===== config.mk =====
export PLATFORM = sky130hd
export DESIGN_NAME = bounded_step_counter_core
export DESIGN_NICKNAME = d
export VERILOG_FILES = /design/src/design/bsc_pkg.sv /design/src/design/bsc_cfg.sv /design/src/design/bsc_count.sv /design/src/design/bsc_scale.sv /design/src/design/bounded_step_counter_core.sv
export SDC_FILE = /design/constraint.sdc
export NUM_CORES = 1
export LEC_CHECK = 0
export BUFFER_PORTS_ARGS = -buffer_cell sky130_fd_sc_hd__buf_4
export CORE_UTILIZATION = 65
export DETAILED_ROUTE_END_ITERATION = 10
export PLACE_DENSITY = 0.85
export SLEW_MARGIN = 25
export SYNTH_ARGS = -nofsm -noshare
export SYNTH_HDL_FRONTEND = slang
export SYNTH_SLANG_ARGS = --single-unit

===== constraint.sdc =====
create_clock -name clk -period 11.5 [get_ports clk]
set_input_delay 1.15 -clock clk [delete_from_list [all_inputs] [get_ports clk]]
set_output_delay 1.15 -clock clk [all_outputs]
set_load 0.1 [all_outputs]

===== src/design/bsc_pkg.sv =====
package bsc_pkg;

	// configuration port shape
	localparam int unsigned CFG_IDX_W  = 3;
	localparam int unsigned CFG_DATA_W = 24;

	// register indexes
	localparam logic [CFG_IDX_W-1:0] REG_STEP_SIZE    = 3'd0;
	localparam logic [CFG_IDX_W-1:0] REG_START_VALUE  = 3'd1;
	localparam logic [CFG_IDX_W-1:0] REG_FINISH_VALUE = 3'd2;
	localparam logic [CFG_IDX_W-1:0] REG_WRAP_ENABLE  = 3'd3;
	localparam logic [CFG_IDX_W-1:0] REG_GAIN         = 3'd4;
	localparam logic [CFG_IDX_W-1:0] REG_BIAS         = 3'd5;
	localparam logic [CFG_IDX_W-1:0] REG_FRAME_MODE   = 3'd6;

	// register reset values
	localparam logic signed [15:0] RST_STEP_SIZE    = 16'sd1;
	localparam logic signed [15:0] RST_START_VALUE  = 16'sd0;
	localparam logic signed [15:0] RST_FINISH_VALUE = 16'sd15;
	localparam logic               RST_WRAP_ENABLE  = 1'b0;
	localparam logic signed [15:0] RST_GAIN         = 16'sd256;
	localparam logic signed [23:0] RST_BIAS         = 24'sd0;
	localparam logic               RST_FRAME_MODE   = 1'b0;

	typedef struct packed {
		logic signed [15:0] step_size;
		logic signed [15:0] start_value;
		logic signed [15:0] finish_value;
		logic               wrap_enable;
		logic signed [15:0] gain;
		logic signed [23:0] bias;
		logic               frame_mode;
	} cfg_t;

	// beat handed from the count stage to the scaling stage
	typedef struct packed {
		logic               valid;
		logic               use_bias;
		logic signed [15:0] count;
	} beat_t;

endpackage


===== src/design/bsc_cfg.sv =====
module bsc_cfg
	import bsc_pkg::*;
(
	input  logic                  clk,
	input  logic                  arst_n,
	input  logic                  wr_en,
	input  logic [CFG_IDX_W-1:0]  wr_index,
	input  logic [CFG_DATA_W-1:0] wr_data,
	output cfg_t                  cfg
);

	cfg_t cfg_q;

	// register file, unknown indexes dropped
	always_ff @(posedge clk or negedge arst_n) begin
		if (!arst_n) begin
			cfg_q.step_size    <= RST_STEP_SIZE;
			cfg_q.start_value  <= RST_START_VALUE;
			cfg_q.finish_value <= RST_FINISH_VALUE;
			cfg_q.wrap_enable  <= RST_WRAP_ENABLE;
			cfg_q.gain         <= RST_GAIN;
			cfg_q.bias         <= RST_BIAS;
			cfg_q.frame_mode   <= RST_FRAME_MODE;
		end else if (wr_en) begin
			case (wr_index)
				REG_STEP_SIZE:    cfg_q.step_size    <= wr_data[15:0];
				REG_START_VALUE:  cfg_q.start_value  <= wr_data[15:0];
				REG_FINISH_VALUE: cfg_q.finish_value <= wr_data[15:0];
				REG_WRAP_ENABLE:  cfg_q.wrap_enable  <= wr_data[0];
				REG_GAIN:         cfg_q.gain         <= wr_data[15:0];
				REG_BIAS:         cfg_q.bias         <= wr_data[23:0];
				REG_FRAME_MODE:   cfg_q.frame_mode   <= wr_data[0];
				default: ;
			endcase
		end
	end

	assign cfg = cfg_q;

endmodule


===== src/design/bsc_count.sv =====
module bsc_count
	import bsc_pkg::*;
#(
	parameter int unsigned FRAME_LENGTH = 128
)
(
	input  logic               clk,
	input  logic               arst_n,
	input  cfg_t               cfg,
	input  logic               in_valid,
	output logic               in_stall,
	input  logic signed [15:0] count_sample,
	input  logic signed [15:0] reset_sample,
	input  logic               s2_ready,
	output beat_t              beat_s1
);

	localparam int unsigned POS_W = $clog2(FRAME_LENGTH);
	localparam logic [POS_W-1:0] POS_LAST = POS_W'(FRAME_LENGTH - 1);

	logic signed [15:0] current_count_q;
	logic [POS_W-1:0]   frame_position_q;
	logic               frame_count_seen_q;
	logic               frame_reset_seen_q;
	logic signed [15:0] frame_held_count_q;

	logic signed [15:0] current_count_n;
	logic [POS_W-1:0]   frame_position_n;
	logic               frame_count_seen_n;
	logic               frame_reset_seen_n;
	logic signed [15:0] frame_held_count_n;
	logic signed [15:0] count_out;

	logic               valid_s1;
	logic               use_bias_s1;
	logic signed [15:0] count_s1;

	logic cnt_evt;
	logic rst_evt;
	logic last;
	logic take;

	// one count update: step, bound check, then reset event
	function automatic logic signed [15:0] advance(
		input logic signed [15:0] v,
		input logic               cnt,
		input logic               rst,
		input cfg_t               c
	);
		logic signed [16:0] sum;
		logic signed [16:0] hi;
		logic signed [16:0] lo;
		logic signed [15:0] r;
		sum = $signed({v[15], v}) + $signed({c.step_size[15], c.step_size});
		hi  = $signed({c.finish_value[15], c.finish_value});
		lo  = $signed({c.start_value[15], c.start_value});
		r   = v;
		if (cnt) begin
			if (sum > hi)
				r = c.wrap_enable ? c.start_value : c.finish_value;
			else if (sum < lo)
				r = c.wrap_enable ? c.finish_value : c.start_value;
			else
				r = sum[15:0];
		end
		if (rst)
			r = (c.step_size > 16'sd0) ? c.start_value : c.finish_value;
		return r;
	endfunction

	// handshake: s1 moves on when empty or when the next stage takes it
	assign in_stall = valid_s1 && !s2_ready;
	assign take     = in_valid && !in_stall;

	assign cnt_evt = count_sample > 16'sd0;
	assign rst_evt = reset_sample > 16'sd0;
	assign last    = frame_position_q == POS_LAST;

	// next state for the accepted beat
	always_comb begin
		current_count_n    = current_count_q;
		frame_held_count_n = frame_held_count_q;
		frame_count_seen_n = 1'b0;
		frame_reset_seen_n = 1'b0;
		count_out          = current_count_q;
		if (cfg.frame_mode) begin
			frame_held_count_n = (frame_position_q == '0) ? current_count_q
				: frame_held_count_q;
			count_out          = frame_held_count_n;
			frame_count_seen_n = frame_count_seen_q || cnt_evt;
			frame_reset_seen_n = frame_reset_seen_q || rst_evt;
			if (last) begin
				current_count_n    = advance(current_count_q, frame_count_seen_n,
					frame_reset_seen_n, cfg);
				frame_count_seen_n = 1'b0;
				frame_reset_seen_n = 1'b0;
			end
		end else begin
			current_count_n    = advance(current_count_q, cnt_evt, rst_evt, cfg);
			frame_held_count_n = current_count_n;
			count_out          = current_count_n;
		end
		frame_position_n = last ? '0 : frame_position_q + POS_W'(1);
	end

	// counter state
	always_ff @(posedge clk or negedge arst_n) begin
		if (!arst_n) begin
			current_count_q    <= '0;
			frame_position_q   <= '0;
			frame_count_seen_q <= 1'b0;
			frame_reset_seen_q <= 1'b0;
			frame_held_count_q <= '0;
		end else if (take) begin
			current_count_q    <= current_count_n;
			frame_position_q   <= frame_position_n;
			frame_count_seen_q <= frame_count_seen_n;
			frame_reset_seen_q <= frame_reset_seen_n;
			frame_held_count_q <= frame_held_count_n;
		end
	end

	// stage 1 valid
	always_ff @(posedge clk or negedge arst_n) begin
		if (!arst_n) begin
			valid_s1 <= 1'b0;
		end else if (!in_stall) begin
			valid_s1 <= in_valid;
		end
	end

	// stage 1 payload
	always_ff @(posedge clk) begin
		if (take) begin
			count_s1    <= count_out;
			use_bias_s1 <= cfg.frame_mode;
		end
	end

	assign beat_s1.valid    = valid_s1;
	assign beat_s1.use_bias = use_bias_s1;
	assign beat_s1.count    = count_s1;

endmodule


===== src/design/bsc_scale.sv =====
module bsc_scale
	import bsc_pkg::*;
(
	input  logic               clk,
	input  logic               arst_n,
	input  cfg_t               cfg,
	input  beat_t              beat_s1,
	output logic               s2_ready,
	output logic               out_valid,
	input  logic               out_stall,
	output logic signed [31:0] level,
	output logic signed [15:0] count_value
);

	logic               out_valid_q;
	logic signed [31:0] level_q;
	logic signed [15:0] count_value_q;

	logic signed [31:0] product;
	logic signed [23:0] offset;
	logic signed [32:0] total;
	logic signed [31:0] level_sat;

	assign s2_ready = !out_valid_q || !out_stall;

	// count times gain, plus bias in frame mode, saturated to 32 bits
	assign product = 32'(beat_s1.count) * 32'(cfg.gain);
	assign offset  = beat_s1.use_bias ? cfg.bias : 24'sd0;
	assign total   = $signed({product[31], product}) + 33'(offset);

	always_comb begin
		if (total[32] != total[31])
			level_sat = total[32] ? 32'sh8000_0000 : 32'sh7fff_ffff;
		else
			level_sat = total[31:0];
	end

	// output valid
	always_ff @(posedge clk or negedge arst_n) begin
		if (!arst_n) begin
			out_valid_q <= 1'b0;
		end else if (s2_ready) begin
			out_valid_q <= beat_s1.valid;
		end
	end

	// output payload
	always_ff @(posedge clk) begin
		if (s2_ready && beat_s1.valid) begin
			level_q       <= level_sat;
			count_value_q <= beat_s1.count;
		end
	end

	assign out_valid   = out_valid_q;
	assign level       = level_q;
	assign count_value = count_value_q;

endmodule


===== src/design/bounded_step_counter_core.sv =====
// bounded step counter: up/down count with wrap or clamp, scaled output
// path: an accepted beat passes the stage 1 and output registers
// throughput: one beat per cycle unless out_stall holds the output;
// the count update closes in stage 1, the gain multiply in the next stage
// reset: arst_n clears the count and frame state and loads register defaults
module bounded_step_counter_core
	import bsc_pkg::*;
#(
	parameter int unsigned FRAME_LENGTH = 128
)
(
	input  logic                  clk,
	input  logic                  arst_n,
	input  logic                  wr_en,
	input  logic [CFG_IDX_W-1:0]  wr_index,
	input  logic [CFG_DATA_W-1:0] wr_data,
	input  logic                  in_valid,
	output logic                  in_stall,
	input  logic signed [15:0]    count_sample,
	input  logic signed [15:0]    reset_sample,
	output logic                  out_valid,
	input  logic                  out_stall,
	output logic signed [31:0]    level,
	output logic signed [15:0]    count_value
);

	cfg_t  cfg;
	beat_t beat_s1;
	logic  s2_ready;

	// configuration registers
	bsc_cfg u_cfg (
		.clk      (clk),
		.arst_n   (arst_n),
		.wr_en    (wr_en),
		.wr_index (wr_index),
		.wr_data  (wr_data),
		.cfg      (cfg)
	);

	// count update and frame tracking
	bsc_count #(
		.FRAME_LENGTH (FRAME_LENGTH)
	) u_count (
		.clk          (clk),
		.arst_n       (arst_n),
		.cfg          (cfg),
		.in_valid     (in_valid),
		.in_stall     (in_stall),
		.count_sample (count_sample),
		.reset_sample (reset_sample),
		.s2_ready     (s2_ready),
		.beat_s1      (beat_s1)
	);

	// gain, bias and output register
	bsc_scale u_scale (
		.clk         (clk),
		.arst_n      (arst_n),
		.cfg         (cfg),
		.beat_s1     (beat_s1),
		.s2_ready    (s2_ready),
		.out_valid   (out_valid),
		.out_stall   (out_stall),
		.level       (level),
		.count_value (count_value)
	);

endmodule


# [Word level (Yosys, flattened, before mapping)]
# Cells that the tools add are included.
[classes] n_addsub=3 mul=1 n_lt_le_gt_ge=5 eq_ne=10 muxes=21 n_reduce_logical=20
[op_table] op="$mux 16" count=13
[op_table] op="$mux 32" count=2
[op_table] op="$gt 16x1->1 const B" count=3
[op_table] op="$add 32x24->33" count=1
[op_table] op="$mul 16x16->32" count=1
[op_table] op="$mux 24" count=1
[op_table] op="$add 16x16->17" count=1
[op_table] op="$gt 17x16->1" count=1
[op_table] op="$lt 17x16->1" count=1
[op_table] op="$reduce_and 2->1" count=7
[op_table] op="$eq 3x3->1 const B" count=3
[op_table] op="$add 7x1->7 const B" count=1
[op_table] op="$eq 7x7->1 const B" count=1
[op_table] op="$logic_not 7->1" count=1
[op_table] op="$mux 7" count=1
[op_table] op="$eq 3x2->1 const B" count=2
[op_table] op="$logic_not 1->1" count=4
[op_table] op="$mux 1" count=4
[op_table] op="$eq 3x1->1 const B" count=1
[op_table] op="$logic_and 1x1->1" count=3
[op_table] op="$logic_not 3->1" count=1
[op_table] op="$logic_or 1x1->1" count=3
[op_table] op="$ne 3x1->1 const B" count=1
[op_table] op="$reduce_and 3->1" count=1
[op_table] op="other kinds (2)" count=2
[totals] reg_bits=198 elab_cells=78

# [Logic depth before layout (Yosys ltp)]
# Gate-level depths: netlist of the first run.
[logic_depth] word_depth=8 ltp_mapped=25 depth_no_buf=23

# [By module]
# From an unflattened synthesis of the first run, not the netlist that was laid out.
[hier_totals] cells_unflattened=2218 area_unflattened_um2=22465.3
[by_module_without_submodules] mod="bsc_scale" n_inst=1 cells_each=1284 area_each_um2=12847.3 seq_area_each_um2=1466.4
[by_module_without_submodules] mod="bsc_count" n_inst=1 cells_each=738 area_each_um2=6014.5 seq_area_each_um2=1561.5
[by_module_without_submodules] mod="bsc_cfg" n_inst=1 cells_each=196 area_each_um2=3603.5 seq_area_each_um2=2259.7

# [Worst setup path before layout of the first run]
# Ideal clock, no wire load.
[synth_timing] path_kind="register to register" from="register u_count.count_s1[15]" to="register u_scale.level_q[11], in the netlist u_scale.level[11], data pin" setup_ns=0.265 t_arrival_ns=6.482 required_time_ns=11.235 path_slack_ns=4.753 stages_incl_launch_ff=24 path_buffers=2 period_less_slack_ns=6.747 path_cell_list="edfxtp_1 -> clkbuf_1 -> nand2_1 -> inv_1 -> fa_1 -> inv_1 -> fa_1 -> inv_1 -> fa_1 -> fa_1 -> fa_1 -> inv_1 -> fa_1 -> inv_1 -> ha_1 -> a21oi_1 -> nor2b_1 -> o21ai_0 -> nand2b_1 -> a22o_1 -> or2_1 -> a311o_1 -> buf_1 -> maj3_1"
[synth_via] elab_chain_len=4
[synth_lines] element="start: declaration" line_no="bsc_count.sv:36" text="logic signed [15:0] count_s1;"
[synth_lines] element="start signal: assignment" line_no="bsc_count.sv:135" text="count_s1 <= count_out;"
[synth_lines] element="$mul 16x16->32 *" line_no="bsc_scale.sv:27" text="assign product = 32'(beat_s1.count) * 32'(cfg.gain);"
[synth_lines] element="$add 32x24->33 *" line_no="bsc_scale.sv:29" text="assign total = $signed({product[31], product}) + 33'(offset);"
[synth_lines] element="$mux 32 or $ne 1x1->1 (tied branches)" line_no="bsc_scale.sv:33, bsc_scale.sv:32"
[synth_lines] element="$mux 32 *" line_no="bsc_scale.sv:32" text="if (total[32] != total[31])"
[synth_lines] element="net u_scale.level_sat[11]" line_no="bsc_scale.sv:22" text="logic signed [31:0] level_sat;"
[synth_lines] element="end signal: assignment" line_no="bsc_scale.sv:50" text="level_q <= level_sat;"
[synth_lines] element="end: declaration" line_no="bsc_scale.sv:16" text="logic signed [31:0] level_q;"
# The timed path passes the listed nets; every way through them passes the cells marked *.
# A chain may end at the register's enable or synchronous reset.

# [Worst setup path in the final report of the first run]
[layout_timing] from="register u_count.count_s1[15]" to="register u_scale.level_q[3], in the netlist u_scale.level[3], data pin"
# Same word-level chain as after synthesis.

==> flow_metrics.env, run 1 <==
export IMPL_cpMaxStageDelayCell="fa_1"
export IMPL_core_area_mm2=0.0334
export IMPL_synth_top_area_cell="fa_1"
export IMPL_post_cts_buffers=0
export IMPL_wl_mm=59.2
export IMPL_crit_top_cell="fa_1"
export IMPL_synth_top_area_share_pct=26.5
export IMPL_max_cap_violations=0
export IMPL_post_route_period_util_pct=63.8
export IMPL_yosysSeqAreaShare_pct=23.9
export IMPL_synth_warnings=0
export IMPL_avgRoutedWirePerCell_um=20.9
export IMPL_reg2reg_slack_ns=4.16
export IMPL_placed_cell_area_mm2=0.0233
export IMPL_worst_slew_pin_slew_ns=1.04
export IMPL_grt_max_degree=84
export IMPL_setup_viol=0
export IMPL_antenna_left=0
export IMPL_antenna_found_initial=0
export IMPL_dr_total_vias=17643
export IMPL_hold_path_endpoint="u_scale.out_valid"
export IMPL_drv_slew=0
export IMPL_cts_reportedPaths_clkPinSlew_ns=0.09
export IMPL_rows=67
export IMPL_tns_ns=0
export IMPL_drcViolationCount=0
export IMPL_required_ns=11.72
export IMPL_first_pass_iters=8
export IMPL_fp_dieH_um=186
export IMPL_min_path_cells=1
export IMPL_cp_cell_sequence="nand2_1 -> inv_1 -> fa_1 -> inv_1 -> fa_1 -> inv_1 -> fa_1 -> fa_1 -> fa_1 -> inv_1 -> fa_1 -> inv_1 -> ha_1 -> a21oi_1 -> nor2b_1 -> o21ai_0 -> nand2b_1 -> a22o_1 -> or2_1 -> a311o_1 -> buf_4 -> maj3_1"
export IMPL_synthFlopType="dfrtp_1"
export IMPL_gr_usage_all_layers_pct=35.8
export IMPL_n_antenna_cell=0
export IMPL_cts_made_buffers=17
export IMPL_drtIter0Drc=1581
export IMPL_min_from="u_count.valid_s1"
export IMPL_clockBufferDepth=2
export IMPL_hpwl_mm=44.9
export IMPL_max_slew_margin_rel_pct=30.2
export IMPL_critPathCaptureType="flop"
export IMPL_clock_sinks=198
export IMPL_synthCells=2322
export IMPL_netlist_cell_type_count=90
export IMPL_finalInstanceArea_mm2=0.0239
export IMPL_cts_tree="yes"
export IMPL_grt_first_pass_wirelength_mm=97.5
export IMPL_rsz0062_at_grt="no"
export IMPL_synth_nets=2821
export IMPL_cpPeakStageDelay_ns=0.73
export IMPL_hold_slack_ns=0.502
export IMPL_yosys_top_cells_area="fa_1 (26%), dfrtp_1 (14%), edfxtp_1 (8.8%)"
export IMPL_htreeDepth=4
export IMPL_syn_avg_cell_area_um2=9.51
export IMPL_syn_area_mm2=0.0221
export IMPL_postCtsResizedCells=0
export IMPL_die_x_um=186
export IMPL_grt_pass1_vias=18510
export IMPL_drive_above_1_share_pct=11.1
export IMPL_synth_most_common_cell="inv_1"
export IMPL_critPathKind="flop to flop"
export IMPL_insertion_delay_ns=0.49
export IMPL_port_buffers=113
export IMPL_r2r_end="u_scale.level[3]"
export IMPL_gp_congestion=0.954
export IMPL_hold_buffers=0
export IMPL_finClkSkew_ns=0.0231
export IMPL_hp_class="flop to flop"
export IMPL_root_buffer="clkbuf_16"
export IMPL_cp_data_arrival_time_ns=7.56
export IMPL_io_pins=114
export IMPL_cp_max_fo=32
export IMPL_hold_violations=0
export IMPL_grt_ovfl_total=0
export IMPL_ys_async_sr_fraction_pct=67.2
export IMPL_max_freq_ghz=0.136
export IMPL_synth_edf_count=65
export IMPL_viasPerCell=6.22
export IMPL_synth_seq_cells=198
export IMPL_rr_worst_depth=22
export IMPL_nets=2875
export IMPL_outcome="completed"
export IMPL_synth_common_cells="inv_1 (373), fa_1 (292), nand2_1 (255), and2_1 (146), ha_1 (143)"
export IMPL_area_growth_pct=8.29
export IMPL_min_period_ns=7.34
export IMPL_start_util_pct=66.0
export IMPL_crit_path_start_kind="flop"
export IMPL_r2r_start="u_count.count_s1[15]"
export IMPL_die_area_mm2=0.0347
## sequential cells by signal (all words and copies together) (netlist names), 7 cells and up
register                    cells
u_count.frame_position_q        7
u_count.frame_held_count_q     16
u_cfg.cfg                      90
u_scale.level                  32
u_count.current_count_q        16
u_count.count_s1               16
u_scale.count_value            16
## final cells by class
class                   count  area [um^2]
inverters                 376         1410
clock buffers              17          425
clock inverters            15          170
repair buffers            135         1020
flip-flops and latches    198         5290
multi-input cells        1648        15000
fillers                  2399         9530
well taps                 448          561
## routing by layer
metal  part of all wire (%)  track usage [%]  wire (um)
met3                    8.6             5.94       5100
met4                    5.1             18.0       3020
met1                     38             45.5      22400
met2                     48             59.6      28600
met5                      0                0          0
## worst max-delay path, delay by kind of cell, from the launching register on
kind                     cells  cell delay, ns
buffers and inverters        6            0.85
AO/OA/AOI/OAI                4            0.88
AND/OR/NAND/NOR              4            0.67
flip-flops                   1            0.62
adder cells (fa/ha/maj)      8            4.02
## through the flow
step / cells / worst slack, ns / util, %
2_1_floorplan: 2322 / 4.75 / -
3_3_place_gp: 2805 / 4.37 / 69.7
3_5_place_dp: 2805 / 4.24 / 69.7
4_1_cts: 2837 / 4.19 / 71.5
5_1_grt: 2837 / 3.75 / 71.5
6_report: 2837 / 4.16 / 71.5
## kinds of logic (layout without fill, tap and decap cells)
group,after synthesis,in the layout,synth area share [%]
multiplexers,62,62,3.13
XOR/XNOR,44,44,1.74
AND/OR/NAND/NOR,658,658,14.4
AO/OA/AOI/OAI,418,418,12.6
flip-flops,198,198,23.9
buffers and inverters,476,543,8.25
adder cells (fa/ha/maj),466,466,36.0
## placed cells by master (no fill, tap or decap), types with 6 or more instances in the layout
cell type  netlist  layout
inv_1          373     373
fa_1           292     292
nand2_1        255     255
and2_1         146     146
ha_1           143     143
buf_4            1     134
dfrtp_1        127     127
a21oi_1        104     104
nor2_1         106     104
o21ai_0        101     101
edfxtp_1        65      65
mux2_2          57      57
nor3_1          39      37
maj3_1          31      31
xnor2_1         30      30
o211ai_1        26      26
nand3_1         24      24
a21o_1          23      23
nor4_1          19      19
o311ai_0        17      17
clkbuf_16        0      17
nand2b_1        16      16
a211oi_1        15      15
and3_1          15      15
o22ai_1         14      14
xor2_1          14      13
a31oi_1         11      11
nand4_1         10      10
o21a_1           9       9
o21ai_1          9       9
a2111oi_0        7       7
a221oi_1         6       6
a22oi_1          6       6
dfstp_2          6       6
## worst max path at each step
stage                         start                end  slack, ns  cells past startpoint
6_report       u_count.count_s1[15]   u_scale.level[3]       4.16                     22
5_1_grt        u_count.count_s1[15]   u_scale.level[6]       3.75                     22
4_1_cts        u_count.count_s1[15]   u_scale.level[0]       4.19                     22
3_5_place_dp   u_count.count_s1[15]   u_scale.level[0]       4.24                     22
3_3_place_gp   u_count.count_s1[15]   u_scale.level[7]       4.37                     21
2_1_floorplan  u_count.count_s1[15]  u_scale.level[11]       4.75                     23
Power of run 1 is left out: the tool's default activity adds up to more than one toggle a clock period on the data nets, which glitch-free logic cannot reach.
==> run 2: changes to the inputs <==
Settings changed: CORE_UTILIZATION 65 to 64, PLACE_DENSITY 0.85 to 0.84.
Clock period 11.5 ns to 7.14 ns, I/O delays scaled along.
==> run 2 against run 1 <==
  * Critical path type unchanged
  * Clock skew down 0.0075 ns
  * Register-to-register slack lost 4.0 ns
  * Maximum frequency increased by 5.2%
  * First-iteration DRC count is 7.7% higher
  * Cell count grew 1.4%
  * Critical path depth decreased by 1
  * Hold slack worse by 0.21 ns
  * Highest routed layer unchanged
  * Critical endpoint is now u_scale.level[25]
  * Via count increased by 2.0%
  * Final area increased by 1.5%
  * Global-route usage increased by 0.94 points
  * Worst setup slack worse by 4.0 ns
==> flow_metrics.env, run 2 (synthesis gave the netlist of run 1 again) <==
export IMPL_rows=67
export IMPL_rr_worst_depth=21
export IMPL_die_x_um=188
export IMPL_insertion_delay_ns=0.47
export IMPL_finalNonFillerCells=2878
export IMPL_multiInputGateArea_mm2=0.0151
export IMPL_cpPeakStageDelay_ns=0.63
export IMPL_tns_ns=0
export IMPL_avgRoutedWirePerCell_um=21.6
export IMPL_dr_total_vias=18000
export IMPL_critPathCaptureType="flop"
export IMPL_cpMaxStageDelayCell="fa_2"
export IMPL_cp_data_arrival_time_ns=7.19
export IMPL_io_pins=114
export IMPL_grt_max_degree=86
export IMPL_grt_ovfl_total=0
export IMPL_htreeDepth=4
export IMPL_dp_cells=2840
export IMPL_max_freq_ghz=0.143
export IMPL_finClkSkew_ns=0.0156
export IMPL_min_period_ns=6.98
export IMPL_crit_path_start_kind="flop"
export IMPL_nets=2916
export IMPL_largest_reg_flops=90
export IMPL_cts_tree="yes"
export IMPL_hold_violations=0
export IMPL_port_buffers=113
export IMPL_required_ns=7.35
export IMPL_grt_pass1_vias=19041
export IMPL_setup_ws_ns=0.162
export IMPL_drive_above_1_share_pct=12.8
export IMPL_start_util_pct=65.4
export IMPL_cp_max_fo=31
export IMPL_die_area_mm2=0.0353
export IMPL_antenna_left=0
export IMPL_mostFrequentLayoutCells="inv_1 (372), fa_1 (290), nand2_1 (254), buf_4 (171), and2_1 (146)"
export IMPL_cts_made_buffers=17
export IMPL_drv_slew=0
export IMPL_dpl_worst_slack_ns=0.0831
export IMPL_hold_buffers=0
export IMPL_gp_congestion=0.962
export IMPL_first_pass_iters=6
export IMPL_outcome="completed"
export IMPL_max_cap_violations=0
export IMPL_fp_dieH_um=188
export IMPL_hpwl_mm=48.1
export IMPL_worst_slew_pin_slew_ns=0.980
export IMPL_final_common_cell="inv_1"
export IMPL_antenna_found_initial=0
export IMPL_root_buffer="clkbuf_16"
export IMPL_area_growth_pct=9.95
export IMPL_drcViolationCount=0
export IMPL_crit_top_cell="fa_1"
export IMPL_hp_class="input pin to asynchronous set/reset pin"
export IMPL_cp_cell_sequence="nand2_2 -> inv_1 -> fa_1 -> inv_1 -> fa_2 -> clkinvlp_4 -> buf_4 -> buf_4 -> fa_1 -> fa_1 -> fa_1 -> fa_1 -> ha_1 -> nand2_1 -> nor2_1 -> and3_1 -> a221oi_2 -> nor3_1 -> xor2_2 -> buf_4 -> maj3_1"
export IMPL_n_antenna_cell=0
export IMPL_core_area_mm2=0.0338
export IMPL_seq_area_mm2=0.00529
export IMPL_critPathKind="flop to flop"
export IMPL_wl_mm=62.2
export IMPL_fillers=2434
export IMPL_clock_sinks=198
export IMPL_cts_reportedPaths_clkPinSlew_ns=0.09
export IMPL_setup_viol=0
export IMPL_grt_first_pass_wirelength_mm=100
export IMPL_clockBufferDepth=2
export IMPL_post_route_period_util_pct=97.7
export IMPL_max_slew_margin_rel_pct=34.5
export IMPL_gr_usage_all_layers_pct=36.8
export IMPL_drtIter0Drc=1702
export IMPL_viasPerCell=6.25
[run 2: changes by cell type in the layout (fill, tap and decap cells not counted), sizes merged]
cell / before / now
buf: 135 / 176
clkbuf: 17 / 18
clkinvlp: 0 / 1
inv: 383 / 381
[run 2: worst paths after layout]
path	from	to	slack [ns]
min in group clk	in_valid	u_count.valid_s1	0.43
max in group asynchronous	arst_n	u_count.frame_held_count_q[15]	5.66
max reg2reg	u_cfg.cfg[26]	u_scale.level[25]	0.16
max	u_cfg.cfg[26]	u_scale.level[25]	0.16
min	arst_n	u_cfg.cfg[46]	0.29
min reg2reg	u_count.valid_s1	u_scale.out_valid	0.50
[run 2: per-layer routing]
| layer | track usage [%] | vias to the layer above | wire [um] |
|---|---|---|---|
| met5 | 0 | - | 0 |
| met4 | 19.5 | 0 | 3430 |
| met3 | 5.28 | 247 | 5170 |
| met2 | 62.2 | 951 | 30200 |
| met1 | 45.8 | 8919 | 23400 |
| li1 | - | 7883 | - |
[run 2: repair_timing]
action,in CTS,in global routing
setup endpoints to repair,0,31
buffers inserted,0,5
resized for setup,0,11
endpoints found under the hold margin,0,0
[run 2: worst max-delay path, delay by kind of cell (launching register included)]
family,cells,cell delay (ns)
AO/OA/AOI/OAI,1,0.34
XOR/XNOR,1,0.15
adder cells (fa/ha/maj),8,4.04
buffers and inverters,6,0.93
flip-flops,1,0.49
AND/OR/NAND/NOR,5,0.73
[run 2: layout make-up]
type,instances,area share [%]
Multi-Input combinational cell,1648,62.0
Clock inverter,14,0.623
Timing Repair Buffer,176,5.66
Clock buffer,18,1.77
Tap cell,448,2.31
Sequential cell,198,21.8
Inverter,376,5.83
[run 2: metrics by stage]
stage	hold WS (ns)	cell area (um^2)	utilization, %
floorplan	0.418	22100	-
global placement	0.457	23600	69.8
detailed placement	0.478	23600	69.8
CTS	0.337	24200	71.5
global route	0.360	24300	71.9
finish	0.289	24300	71.9
Power of run 2 is left out for the same reason.
